File: src/crl_pkg.sv
package crl_pkg;

  // Default sizes of the node pool and of a stored value.
  localparam int unsigned CAPACITY_DEF    = 64;
  localparam int unsigned VALUE_WIDTH_DEF = 32;

  // Fixed widths of the item fields.
  localparam int unsigned DATA_W  = 32;
  localparam int unsigned STEPS_W = 16;
  localparam int unsigned DCNT_W  = $clog2(STEPS_W);

  // Request kinds.
  typedef enum logic [1:0] {
    REQ_PUSH   = 2'd0,
    REQ_POP    = 2'd1,
    REQ_PEEK   = 2'd2,
    REQ_ROTATE = 2'd3
  } req_e;

  // Result status codes.
  typedef enum logic [1:0] {
    ST_OK    = 2'd0,
    ST_EMPTY = 2'd1,
    ST_FULL  = 2'd2
  } status_e;

  // Commands from the controller to the datapath.
  typedef enum logic [3:0] {
    CMD_NONE       = 4'd0,
    CMD_LOAD       = 4'd1,
    CMD_READ       = 4'd2,
    CMD_PUSH_W1    = 4'd3,
    CMD_PUSH_W2    = 4'd4,
    CMD_POP_W1     = 4'd5,
    CMD_POP_W2     = 4'd6,
    CMD_GRAB       = 4'd7,
    CMD_FLAG_EMPTY = 4'd8,
    CMD_FLAG_FULL  = 4'd9,
    CMD_DIV_INIT   = 4'd10,
    CMD_DIV_STEP   = 4'd11,
    CMD_WALK_UPD   = 4'd12,
    CMD_OUT        = 4'd13
  } cmd_e;

  // Status from the datapath to the controller.
  typedef struct packed {
    req_e req;
    logic empty;
    logic full;
    logic div_last;
    logic rem_zero;
  } dp_sts_t;

endpackage

File: src/crl_dp.sv
module crl_dp #(
  parameter int unsigned CAPACITY    = crl_pkg::CAPACITY_DEF,
  parameter int unsigned VALUE_WIDTH = crl_pkg::VALUE_WIDTH_DEF,
  localparam int unsigned AW = $clog2(CAPACITY),
  localparam int unsigned CW = $clog2(CAPACITY + 1)
) (
  input  logic                        clk_i,
  input  logic                        rst_ni,
  input  crl_pkg::cmd_e               cmd_i,
  output crl_pkg::dp_sts_t            sts_o,
  input  logic [1:0]                  req_type_i,
  input  logic signed [crl_pkg::DATA_W-1:0] data_in_i,
  input  logic                        clockwise_i,
  input  logic [crl_pkg::STEPS_W-1:0] steps_i,
  output logic signed [crl_pkg::DATA_W-1:0] data_out_o,
  output logic [1:0]                  status_o,
  output logic [CW-1:0]               occupancy_o
);
  import crl_pkg::*;

  // Node pool memories.
  logic [AW-1:0]          next_mem [CAPACITY];
  logic [AW-1:0]          prev_mem [CAPACITY];
  logic [VALUE_WIDTH-1:0] val_mem  [CAPACITY];

  // Ring state.
  logic [AW-1:0] head_q, head_d, free_q, free_d;
  logic [CW-1:0] count_q, count_d, hw_q, hw_d;

  // Captured request and working registers.
  req_e                   req_q;
  logic [VALUE_WIDTH-1:0] val_q;
  logic                   cw_q;
  logic [STEPS_W-1:0]     sh_q;
  logic [AW-1:0]          n_q, y_q;
  logic [AW-1:0]          nrd_a_q, nrd_b_q, prd_q;
  logic [VALUE_WIDTH-1:0] vrd_q;
  logic [CW-1:0]          rem_q;
  logic [DCNT_W-1:0]      dcnt_q;
  logic [DATA_W-1:0]      dout_q;
  status_e                stat_q;

  // Write ports.
  logic                   next_we, prev_we, val_we;
  logic [AW-1:0]          next_wa, next_wd, prev_wa, prev_wd;

  logic          empty, untouched;
  logic [AW-1:0] x_sel, y_sel, free_inc;
  logic [CW:0]   div_r;
  logic [CW:0]   div_s;
  logic [63:0]   din_ext, vrd_ext;

  assign empty     = (count_q == '0);
  assign untouched = (CW'(free_q) == hw_q);
  assign free_inc  = (free_q == AW'(CAPACITY - 1)) ? '0 : free_q + AW'(1);
  assign x_sel     = empty ? free_q : (cw_q ? head_q : prd_q);
  assign y_sel     = empty ? free_q : (cw_q ? nrd_b_q : head_q);
  assign din_ext   = {32'b0, data_in_i};
  assign vrd_ext   = 64'(vrd_q);

  // One restoring division step of steps by the count.
  assign div_r = {rem_q, sh_q[STEPS_W-1]};
  assign div_s = div_r - {1'b0, count_q};

  assign sts_o.req      = req_q;
  assign sts_o.empty    = empty;
  assign sts_o.full     = (count_q == CW'(CAPACITY));
  assign sts_o.div_last = (dcnt_q == DCNT_W'(STEPS_W - 1));
  assign sts_o.rem_zero = (rem_q == '0);

  // Memory write selection and ring state updates.
  always_comb begin
    next_we = 1'b0;
    prev_we = 1'b0;
    val_we  = 1'b0;
    next_wa = x_sel;
    next_wd = free_q;
    prev_wa = free_q;
    prev_wd = x_sel;
    head_d  = head_q;
    free_d  = free_q;
    count_d = count_q;
    hw_d    = hw_q;
    case (cmd_i)
      CMD_PUSH_W1: begin
        next_we = 1'b1;
        prev_we = 1'b1;
        if (untouched) begin
          free_d = free_inc;
          hw_d   = hw_q + CW'(1);
        end else begin
          free_d = nrd_a_q;
        end
      end
      CMD_PUSH_W2: begin
        next_we = 1'b1;
        prev_we = 1'b1;
        val_we  = 1'b1;
        next_wa = n_q;
        next_wd = y_q;
        prev_wa = y_q;
        prev_wd = n_q;
        if (empty) head_d = n_q;
        count_d = count_q + CW'(1);
      end
      CMD_POP_W1: begin
        next_we = 1'b1;
        prev_we = 1'b1;
        next_wa = prd_q;
        next_wd = nrd_b_q;
        prev_wa = nrd_b_q;
        prev_wd = prd_q;
      end
      CMD_POP_W2: begin
        next_we = 1'b1;
        next_wa = head_q;
        next_wd = free_q;
        free_d  = head_q;
        head_d  = (count_q == CW'(1)) ? '0 : (cw_q ? nrd_b_q : prd_q);
        count_d = count_q - CW'(1);
      end
      CMD_WALK_UPD: head_d = cw_q ? nrd_b_q : prd_q;
      default: ;
    endcase
  end

  // Ring state registers.
  always_ff @(posedge clk_i or negedge rst_ni) begin
    if (!rst_ni) begin
      head_q  <= '0;
      free_q  <= '0;
      count_q <= '0;
      hw_q    <= '0;
    end else begin
      head_q  <= head_d;
      free_q  <= free_d;
      count_q <= count_d;
      hw_q    <= hw_d;
    end
  end

  // Memories with registered reads.
  always_ff @(posedge clk_i) begin
    if (next_we) next_mem[next_wa] <= next_wd;
    if (cmd_i == CMD_READ) begin
      nrd_a_q <= next_mem[free_q];
      nrd_b_q <= next_mem[head_q];
    end
  end

  always_ff @(posedge clk_i) begin
    if (prev_we) prev_mem[prev_wa] <= prev_wd;
    if (cmd_i == CMD_READ) prd_q <= prev_mem[head_q];
  end

  always_ff @(posedge clk_i) begin
    if (val_we) val_mem[n_q] <= val_q;
    if (cmd_i == CMD_READ) vrd_q <= val_mem[head_q];
  end

  // Working registers and the result.
  always_ff @(posedge clk_i) begin
    case (cmd_i)
      CMD_LOAD: begin
        req_q  <= req_e'(req_type_i);
        val_q  <= din_ext[VALUE_WIDTH-1:0];
        cw_q   <= clockwise_i;
        sh_q   <= steps_i;
        dout_q <= '0;
        stat_q <= ST_OK;
      end
      CMD_PUSH_W1: begin
        n_q <= free_q;
        y_q <= y_sel;
      end
      CMD_POP_W1, CMD_GRAB: dout_q <= vrd_ext[DATA_W-1:0];
      CMD_FLAG_EMPTY: stat_q <= ST_EMPTY;
      CMD_FLAG_FULL:  stat_q <= ST_FULL;
      CMD_DIV_INIT: begin
        rem_q  <= '0;
        dcnt_q <= '0;
      end
      CMD_DIV_STEP: begin
        rem_q  <= div_s[CW] ? div_r[CW-1:0] : div_s[CW-1:0];
        sh_q   <= {sh_q[STEPS_W-2:0], 1'b0};
        dcnt_q <= dcnt_q + DCNT_W'(1);
      end
      CMD_WALK_UPD: rem_q <= rem_q - CW'(1);
      CMD_OUT: begin
        data_out_o  <= dout_q;
        status_o    <= stat_q;
        occupancy_o <= count_q;
      end
      default: ;
    endcase
  end

endmodule

File: src/crl_ctrl.sv
module crl_ctrl (
  input  logic             clk_i,
  input  logic             rst_ni,
  input  logic             in_valid_i,
  output logic             in_ready_o,
  output logic             out_valid_o,
  input  logic             out_ready_i,
  input  crl_pkg::dp_sts_t sts_i,
  output crl_pkg::cmd_e    cmd_o
);
  import crl_pkg::*;

  typedef enum logic [13:0] {
    S_IDLE   = 14'b00000000000001,
    S_DECODE = 14'b00000000000010,
    S_PW1    = 14'b00000000000100,
    S_PW2    = 14'b00000000001000,
    S_POPW1  = 14'b00000000010000,
    S_POPW2  = 14'b00000000100000,
    S_PEEK   = 14'b00000001000000,
    S_DIV    = 14'b00000010000000,
    S_WCHK   = 14'b00000100000000,
    S_WUPD   = 14'b00001000000000,
    S_DONE   = 14'b00010000000000,
    S_DIVI   = 14'b00100000000000,
    S_SPARE1 = 14'b01000000000000,
    S_SPARE2 = 14'b10000000000000
  } state_e;

  state_e state_q, state_d;
  logic   out_valid_q, out_valid_d;
  logic   slot_free;

  assign in_ready_o  = (state_q == S_IDLE);
  assign out_valid_o = out_valid_q;
  assign slot_free   = !out_valid_q || out_ready_i;

  // Sequencer.
  always_comb begin
    state_d = state_q;
    cmd_o   = CMD_NONE;
    unique case (state_q)
      S_IDLE: begin
        if (in_valid_i) begin
          cmd_o   = CMD_LOAD;
          state_d = S_DECODE;
        end
      end
      S_DECODE: begin
        unique case (sts_i.req)
          REQ_PUSH: begin
            if (sts_i.full) begin
              cmd_o   = CMD_FLAG_FULL;
              state_d = S_DONE;
            end else begin
              cmd_o   = CMD_READ;
              state_d = S_PW1;
            end
          end
          REQ_POP, REQ_PEEK: begin
            if (sts_i.empty) begin
              cmd_o   = CMD_FLAG_EMPTY;
              state_d = S_DONE;
            end else begin
              cmd_o   = CMD_READ;
              state_d = (sts_i.req == REQ_POP) ? S_POPW1 : S_PEEK;
            end
          end
          default: state_d = sts_i.empty ? S_DONE : S_DIVI;
        endcase
      end
      S_PW1: begin
        cmd_o   = CMD_PUSH_W1;
        state_d = S_PW2;
      end
      S_PW2: begin
        cmd_o   = CMD_PUSH_W2;
        state_d = S_DONE;
      end
      S_POPW1: begin
        cmd_o   = CMD_POP_W1;
        state_d = S_POPW2;
      end
      S_POPW2: begin
        cmd_o   = CMD_POP_W2;
        state_d = S_DONE;
      end
      S_PEEK: begin
        cmd_o   = CMD_GRAB;
        state_d = S_DONE;
      end
      S_DIVI: begin
        cmd_o   = CMD_DIV_INIT;
        state_d = S_DIV;
      end
      S_DIV: begin
        cmd_o = CMD_DIV_STEP;
        if (sts_i.div_last) state_d = S_WCHK;
      end
      S_WCHK: begin
        if (sts_i.rem_zero) begin
          state_d = S_DONE;
        end else begin
          cmd_o   = CMD_READ;
          state_d = S_WUPD;
        end
      end
      S_WUPD: begin
        cmd_o   = CMD_WALK_UPD;
        state_d = S_WCHK;
      end
      S_DONE: begin
        if (slot_free) begin
          cmd_o   = CMD_OUT;
          state_d = S_IDLE;
        end
      end
      default: state_d = S_IDLE;
    endcase
  end

  // Output slot valid.
  always_comb begin
    out_valid_d = out_valid_q;
    if (out_valid_q && out_ready_i) out_valid_d = 1'b0;
    if (cmd_o == CMD_OUT) out_valid_d = 1'b1;
  end

  always_ff @(posedge clk_i or negedge rst_ni) begin
    if (!rst_ni) begin
      state_q     <= S_IDLE;
      out_valid_q <= 1'b0;
    end else begin
      state_q     <= state_d;
      out_valid_q <= out_valid_d;
    end
  end

endmodule

File: src/circular_doubly_linked_ring_core.sv
// Circular doubly linked ring of up to CAPACITY values with push, pop, peek and
// rotate requests, one result item per request item. A request is taken only
// while the sequencer is idle; one finished result may wait in the output
// register meanwhile. A full or empty refusal skips the memory access; a rotate
// of a non-empty ring runs a bit-serial remainder unit on steps and the count,
// then one link memory read per walked node. Link and value memories are written
// on one port each; the reset free list comes from an allocation watermark, so
// there is no clearing pass after reset.
module circular_doubly_linked_ring_core #(
  parameter int unsigned CAPACITY    = crl_pkg::CAPACITY_DEF,
  parameter int unsigned VALUE_WIDTH = crl_pkg::VALUE_WIDTH_DEF,
  localparam int unsigned CW = $clog2(CAPACITY + 1)
) (
  input  logic                              clk_i,
  input  logic                              rst_ni,
  input  logic                              in_valid_i,
  output logic                              in_ready_o,
  input  logic [1:0]                        req_type_i,
  input  logic signed [crl_pkg::DATA_W-1:0] data_in_i,
  input  logic                              clockwise_i,
  input  logic [crl_pkg::STEPS_W-1:0]       steps_i,
  output logic                              out_valid_o,
  input  logic                              out_ready_i,
  output logic signed [crl_pkg::DATA_W-1:0] data_out_o,
  output logic [1:0]                        status_o,
  output logic [CW-1:0]                     occupancy_o
);
  import crl_pkg::*;

  cmd_e    cmd;
  dp_sts_t sts;

  // Sequencer.
  crl_ctrl u_ctrl (
    .clk_i       (clk_i),
    .rst_ni      (rst_ni),
    .in_valid_i  (in_valid_i),
    .in_ready_o  (in_ready_o),
    .out_valid_o (out_valid_o),
    .out_ready_i (out_ready_i),
    .sts_i       (sts),
    .cmd_o       (cmd)
  );

  // Node pool and ring registers.
  crl_dp #(
    .CAPACITY    (CAPACITY),
    .VALUE_WIDTH (VALUE_WIDTH)
  ) u_dp (
    .clk_i       (clk_i),
    .rst_ni      (rst_ni),
    .cmd_i       (cmd),
    .sts_o       (sts),
    .req_type_i  (req_type_i),
    .data_in_i   (data_in_i),
    .clockwise_i (clockwise_i),
    .steps_i     (steps_i),
    .data_out_o  (data_out_o),
    .status_o    (status_o),
    .occupancy_o (occupancy_o)
  );

endmodule

File: config.mk
export PLATFORM = sky130hd
export DESIGN_NAME = circular_doubly_linked_ring_core
export DESIGN_NICKNAME = d
export VERILOG_FILES = /design/src/crl_pkg.sv /design/src/crl_dp.sv /design/src/crl_ctrl.sv /design/src/circular_doubly_linked_ring_core.sv
export SDC_FILE = /design/constraint.sdc
export NUM_CORES = 2
export LEC_CHECK = 0
export BUFFER_PORTS_ARGS = -buffer_cell sky130_fd_sc_hd__buf_4
export CAP_MARGIN = 20
export CORE_MARGIN = 2
export CORE_UTILIZATION = 47
export DETAILED_ROUTE_END_ITERATION = 6
export PLACE_DENSITY = 0.7
export SKIP_CTS_REPAIR_TIMING = 1
export SLEW_MARGIN = 20
export SYNTH_ARGS = -nofsm -noshare
export SYNTH_HDL_FRONTEND = slang
export SYNTH_SLANG_ARGS = --single-unit
File: constraint.sdc
create_clock -name clk_i -period 7.9 [get_ports clk_i]
set_clock_uncertainty 0.1 [all_clocks]
set_input_delay 2.37 -clock clk_i [delete_from_list [all_inputs] [get_ports clk_i]]
set_output_delay 2.37 -clock clk_i [all_outputs]
set_load 0.1 [all_outputs]
# Word-level counts from Yosys, hierarchy flattened
# Memories as Yosys holds them, arrays and structs flattened. A register that Yosys moved wholly into a read port is not among the register bits.
# Cells that the tools add are included.
totals:
  register_bits: 190
  mem_bits_rw: 2816
  output_inout_bits: 43
  elab_cells: 137
  mem_count: 3
op_classes:
  n_addsub: 7
  eq_ne: 36
  muxes: 49
  n_reduce_logical: 23
mem_list:
  columns: ["memory", "words", "width", "rd", "rd_ports_with_merged_regs", "wr", "line", "rtl"]
  rows:
  - ["u_dp.val_mem", 64, 32, 1, 1, 1, "crl_dp.sv:24", "logic [VALUE_WIDTH-1:0] val_mem [CAPACITY];"]
  - ["u_dp.next_mem", 64, 6, 2, 2, 1, "crl_dp.sv:22", "logic [AW-1:0] next_mem [CAPACITY];"]
  - ["u_dp.prev_mem", 64, 6, 1, 1, 1, "crl_dp.sv:23", "logic [AW-1:0] prev_mem [CAPACITY];"]
ops:
  columns: ["op", "count"]
  rows:
  - ["14-bit case mux with 10 select lines", 1]
  - ["32-bit case mux with 2 select lines", 1]
  - ["14-bit two-way mux", 4]
  - ["6-bit two-way mux", 9]
  - ["4-bit case mux with 12 select lines", 1]
  - ["6-bit case mux with 2 select lines", 3]
  - ["6-bit case mux with 3 select lines", 2]
  - ["16-bit case mux with 2 select lines", 1]
  - ["4-bit == test (second input constant)", 7]
  - ["14-bit case mux with 2 select lines", 1]
  - ["11-bit two-way mux", 2]
  - ["7-bit case mux with 3 select lines", 1]
  - ["4-bit by 3-bit == test with 1-bit output (second input constant)", 4]
  - ["4-bit case mux with 2 select lines", 2]
  - ["7-bit by 1-bit adder with 7-bit output (second input constant)", 2]
  - ["14-bit by 1-bit == test with 1-bit output (second input constant)", 1]
  - ["14-bit by 10-bit == test with 1-bit output (second input constant)", 1]
  - ["14-bit by 11-bit == test with 1-bit output (second input constant)", 1]
  - ["14-bit by 12-bit == test with 1-bit output (second input constant)", 1]
  - ["14-bit by 2-bit == test with 1-bit output (second input constant)", 1]
  - ["14-bit by 3-bit == test with 1-bit output (second input constant)", 1]
  - ["14-bit by 4-bit == test with 1-bit output (second input constant)", 1]
  - ["14-bit by 5-bit == test with 1-bit output (second input constant)", 1]
  - ["14-bit by 6-bit == test with 1-bit output (second input constant)", 1]
  - ["other kinds (36)", 65]

# Longest topological paths before layout
depth:
  word_depth: 9
  depth_mapped: 13
  depth_no_buf: 11

# Cells and area by module
# Synthesis repeated with hierarchy kept, for this count alone.
hier_totals:
  cells_unflattened: 5629
  hier_area_um2: 121118.7
by_module_without_submodules:
  columns: ["module", "instances", "cells_per_inst", "area_per_inst_um2", "seq_area_each_um2"]
  rows:
  - ["crl_dp", 1, 5503, 120057.6, 91187.5]
  - ["crl_ctrl", 1, 126, 1061.0, 326.6]

# Worst setup path before layout
# No wires, ideal clock.
synth_timing:
  kind: "input-to-reg"
  from: "input port out_ready_i"
  to: "register u_dp.nrd_a_q[0] (read register of u_dp.next_mem), enable pin"
  setup_ns: 0.520
  arrival_time_ns: 7.408
  setup_slack_ns: -0.127
  stages: 6
  n_path_buf: 1
  cell_sequence: "nand2b_1 nand3_1 inv_1 or4_1 buf_2 nor3_1"
synth_via:
  elab_chain_cells: 4
synth_rtl:
  columns: ["element", "line", "rtl"]
  rows:
  - ["from (decl)", "circular_doubly_linked_ring_core.sv:23", "input logic out_ready_i,"]
  - ["1-bit logical OR", "crl_ctrl.sv:36", "assign slot_free = !out_valid_q || out_ready_i;"]
  - ["4-bit two-way mux", "crl_ctrl.sv:113", "if (slot_free) begin"]
  - ["4-bit case mux with 12 select lines", "crl_ctrl.sv:42", "unique case (state_q)"]
  - ["4-bit by 2-bit == test with 1-bit output", "crl_dp.sv:145", "if (cmd_i == CMD_READ) begin"]
  - ["to (decl)", "crl_dp.sv:36", "logic [AW-1:0] nrd_a_q, nrd_b_q, prd_q;"]
# No other way between the ends.
# A chain may end at the register's enable or synchronous reset.

# Final worst setup path
layout_timing:
  from: "register u_dp.rem_q[0]"
  to: "memory u_dp.next_mem[41][5] (netlist bit), enable pin"
layout_via:
  elab_chain_cells: 8
  elab_cells_between_ends: 12
  classes_between: "4 x eq/ne; 6 x mux; 2 x reduce/logical"
layout_rtl:
  columns: ["element", "line", "rtl"]
  rows:
  - ["from (decl)", "crl_dp.sv:38", "logic [CW-1:0] rem_q;"]
  - ["from (signal assigned)", "crl_dp.sv:184", "rem_q <= div_s[CW] ? div_r[CW-1:0] : div_s[CW-1:0];"]
  - ["from (signal assigned)", "crl_dp.sv:188", "CMD_WALK_UPD: rem_q <= rem_q - CW'(1);"]
  - ["7-bit logical NOT (*)", "crl_dp.sv:69", "assign sts_o.rem_zero = (rem_q == '0);"]
  - ["2-bit two-way mux (*)", "crl_ctrl.sv:101", "if (sts_i.rem_zero) begin"]
  - ["4-bit case mux with 12 select lines (*)", "crl_ctrl.sv:42", null]
  - ["4-bit by 3-bit == test with 1-bit output or 4-bit by 2-bit == test with 1-bit output (tied branches)", "crl_dp.sv:84", "case (cmd_i)"]
  - ["4-bit OR reduction (no line)", null, null]
  - ["1-bit two-way mux", "crl_dp.sv:84", null]
  - ["1-bit two-way mux", "crl_dp.sv:144", "if (next_we) next_mem[next_wa] <= next_wd;"]
  - ["1-bit two-way mux (implied by the code)", "crl_dp.sv:144", null]
  - ["to (decl)", "crl_dp.sv:22", null]
# Every way passes the cells marked *; elsewhere a longest branch is shown, timed or not.

==> impl_results.md <==
- IO Port Bufs: 97
- RePlAce Congestion: 0.887
- Routed wl met3: 24500 microns
- CP peak stage delay: around 0.71 ns
- Commonest cells after routing, fill and taps aside: 3015 x edfxtp_1, 1037 x mux4_2, 313 x clkbuf_16
- Mapped cell area: 121000 sq um
- Final net count: 5575
- Worst-skew pair later-pin latency: 0.95 ns
- 1st-iter DRT viols: roughly 8300
- Number of synthesis warnings: 0
- Post-route design area: ~140000 sq um
- Final Hold Viols: 0
- Initial core utilization: 47.1%
- Grt ovf: 0
- Layout cell share with drive strength beyond 1: about 32%
- Yosys reg bits: 3054
- Max-cap violations: 0
- CTS max path bufs: 4
- Routed WL: slightly below 300000 microns
- Sequential area share after synthesis: 75.8%
- Syn Area/Cell: 23.1 sq um
- Power Density: 300 nW/um^2
- Final HPWL DP: 164000 microns
- Final Cycle Share: 70.9%
- CTS clock-pin slew for the worst setup and hold paths: 0.06 ns
- H-tree Lvls: 5
- Post-route ant nets: 0
- Crit path cell chain: inv_1 > ha_1 > or3b_2 > nor4_1 > o21ai_0 > nor3_1 > o221ai_1 > a2bb2oi_1 > nand3b_1 > nor2_1
- DRT met1 WL: 113000 microns
- Top routing layer in use: met4
- Inserted Clock Buffers: 311
- CP Capture Type: flip-flop
- CP max FO: 8
- Min-Delay Path Class: flip-flop to flip-flop
- Vias in the first global route: 57800
- CTS tree: done
- Crit-path slowest cell: nor3_1
- Final setup vio count: 0
- DIE WIDTH: 511 microns
- Critical path required time: 8.33 ns
- Slew Limit Fails: 0
- Setup TNS: 0 ns
- Syn_nets: between 5000 and 6000
- Post-DR vias/cell: 6.32
- Post-synth EDFFs: about 3000
- Ys async rst share: 1.28%
- Pleak: 0.0409 uW
- Tot GR Track Use: between 20% and 30%
- Arr. time, crit path: between 6 and 7 ns
- Row cnt: 186
- Ys flop type: edfxtp_1
- Boundary Pins: 98
- Die Footprint: 261000 sq um
- Post-Synth XOR/XNOR Area: 0.247%
- Outcome: complete, no violations
- DRT Pass-1 Iters: 5
- Crit start category: flip-flop
- Largest family of logic cells by synthesized area: multiplexers
- # DRC: 0
- Unrepaired setup endpoints after global routing: false
- Fmax achieved: ~180 MHz
- WL/cell: between 30 and 40 microns
- Peak VDD IR: 0.335 mV
- Initial antenna violation count: 1
- Slew @ Worst Pin: approximately 1.2 ns
- Gate Count Post-Synth: 5226
- Top delay family on crit path: simple AND/OR/NAND/NOR gates
- Simple-Gate Fraction of Synth Area: 2.23%
- Post-synth cell types: 76
- Via count: 57600
- First-pass GRT wire length: around 420000 microns
- Synth Area in Adders: less than 1%
- Largest net degree at the start of global routing: around 110
- Final min period: 5.60 ns
- Crit path kind: flip-flop to flip-flop
- WP buf/inv: 1
- Mux share of post-synthesis cell area: roughly 20%
- CTS sink cnt: 3054
- Relative slew slack: 22.1%
- Core box area: ~260000 sq um
- Flop-to-flop setup slack: 2.30 ns
- Layout Area Growth over Synthesis: 12.8%
- Root Driver: clkbuf_16
- Dpl cell area: 127000 sq um
- Post-synthesis compound-gate area fraction: 0.841%
- Die height: 511 microns
- Commonest non-fill, non-tap cell in the layout: edfxtp_1
- Met2 routed WL: about 150000 microns
## per-stage QoR
step / hold slack (ns) / util, % / total power, uW / cells / setup WS (ns)
6_report: 0.313 / 53.2 / 40900 / 9109 / 2.30
5_1_grt: 0.321 / 53.2 / 42100 / 9108 / 2.08
4_1_cts: 0.310 / 53.2 / 41200 / 9107 / 2.32
3_5_place_dp: 0.306 / 49.4 / 27100 / 8572 / 1.91
3_3_place_gp: 0.304 / 49.4 / 26900 / 8572 / 1.98
2_1_floorplan: 0.300 / - / 24500 / 5226 / 1.42
## metal layers
| metal | track usage [%] | vias to the layer above |
|---|---|---|
| li1 | - | 22900 |
| met1 | 31.0 | 30900 |
| met2 | 36.2 | 3233 |
| met3 | 3.67 | 557 |
| met4 | 7.24 | 0 |
| met5 | 0 | - |
## report_power, final
| part | switching (uW) | total (uW) | internal (uW) |
|---|---|---|---|
| combinational | 4190 | 6980 | 2800 |
| sequential | 344 | 19700 | 19300 |
| clock | 5960 | 14200 | 8280 |
| total | 10500 | 40900 | 30400 |
## final timing paths
path	end	from	cells past startpoint
hold reg to reg	u_dp.data_out_o[22]	u_dp.dout_q[22]	0
min in group asynchronous	u_dp.count_q[6]	rst_ni	1
hold / removal	u_dp.data_out_o[22]	u_dp.dout_q[22]	0
setup reg to reg	u_dp.next_mem[41][5]	u_dp.rem_q[0]	10
setup / recovery	u_dp.next_mem[41][5]	u_dp.rem_q[0]	10
max in group asynchronous	u_dp.free_q[1]	rst_ni	1
## flip-flops by register name (all words and copies together), names as in the netlist, 4 cells and up
name / cells
u_dp.hw_q: 7
u_dp.data_out_o: 32
u_dp.nrd_b_q: 6
u_dp.prd_q: 6
u_dp.free_q: 6
u_dp.count_q: 7
u_dp.y_q: 6
u_dp.dcnt_q: 4
u_dp.rem_q: 7
u_dp.nrd_a_q: 6
u_ctrl.state_q: 12
u_dp.prev_mem: 384
u_dp.val_mem: 2048
u_dp.val_q: 32
u_dp.n_q: 6
u_dp.sh_q: 16
u_dp.vrd_q: 32
u_dp.occupancy_o: 7
u_dp.next_mem: 384
u_dp.head_q: 6
u_dp.dout_q: 32
## cell type report
class | count | area (sq um)
diodes | 1 | 2.50
flip-flops and latches | 3054 | 91500
clock buffers | 384 | 8130
well taps | 3384 | 4230
repair buffers | 251 | 2070
clock inverters | 151 | 1570
fillers | 18900 | 120000
multi-input cells | 1851 | 28600
inverters | 33 | 125
## cells in the mapped netlist (all sizes together), types with 10 or more instances
cell type | n | area share [%]
a21oi | 38 | 0.16
a31oi | 12 | 0.099
and2 | 39 | 0.20
buf | 100 | 0.34
clkbuf | 188 | 0.58
dfrtp | 38 | 0.79
edfxtp | 3015 | 75
ha | 17 | 0.18
inv | 33 | 0.10
mux2 | 14 | 0.13
mux2i | 27 | 0.22
mux4 | 1037 | 19
nand2 | 143 | 0.44
nand3 | 37 | 0.15
nand3b | 12 | 0.075
nand4 | 10 | 0.052
nor2 | 243 | 0.77
nor3 | 15 | 0.062
nor4 | 13 | 0.093
o21ai | 50 | 0.22
xnor2 | 20 | 0.15
xor2 | 14 | 0.10
## cell families (layout without fill, tap and decap cells)
group,after synthesis,in the layout
AO/OA/AOI/OAI,148,148
XOR/XNOR,34,34
adder cells (fa/ha/maj),18,18
buffers and inverters,321,819
flip-flops,3054,3054
multiplexers,1078,1078
other,0,1
AND/OR/NAND/NOR,573,573
Power figures use the tool's default switching activity.
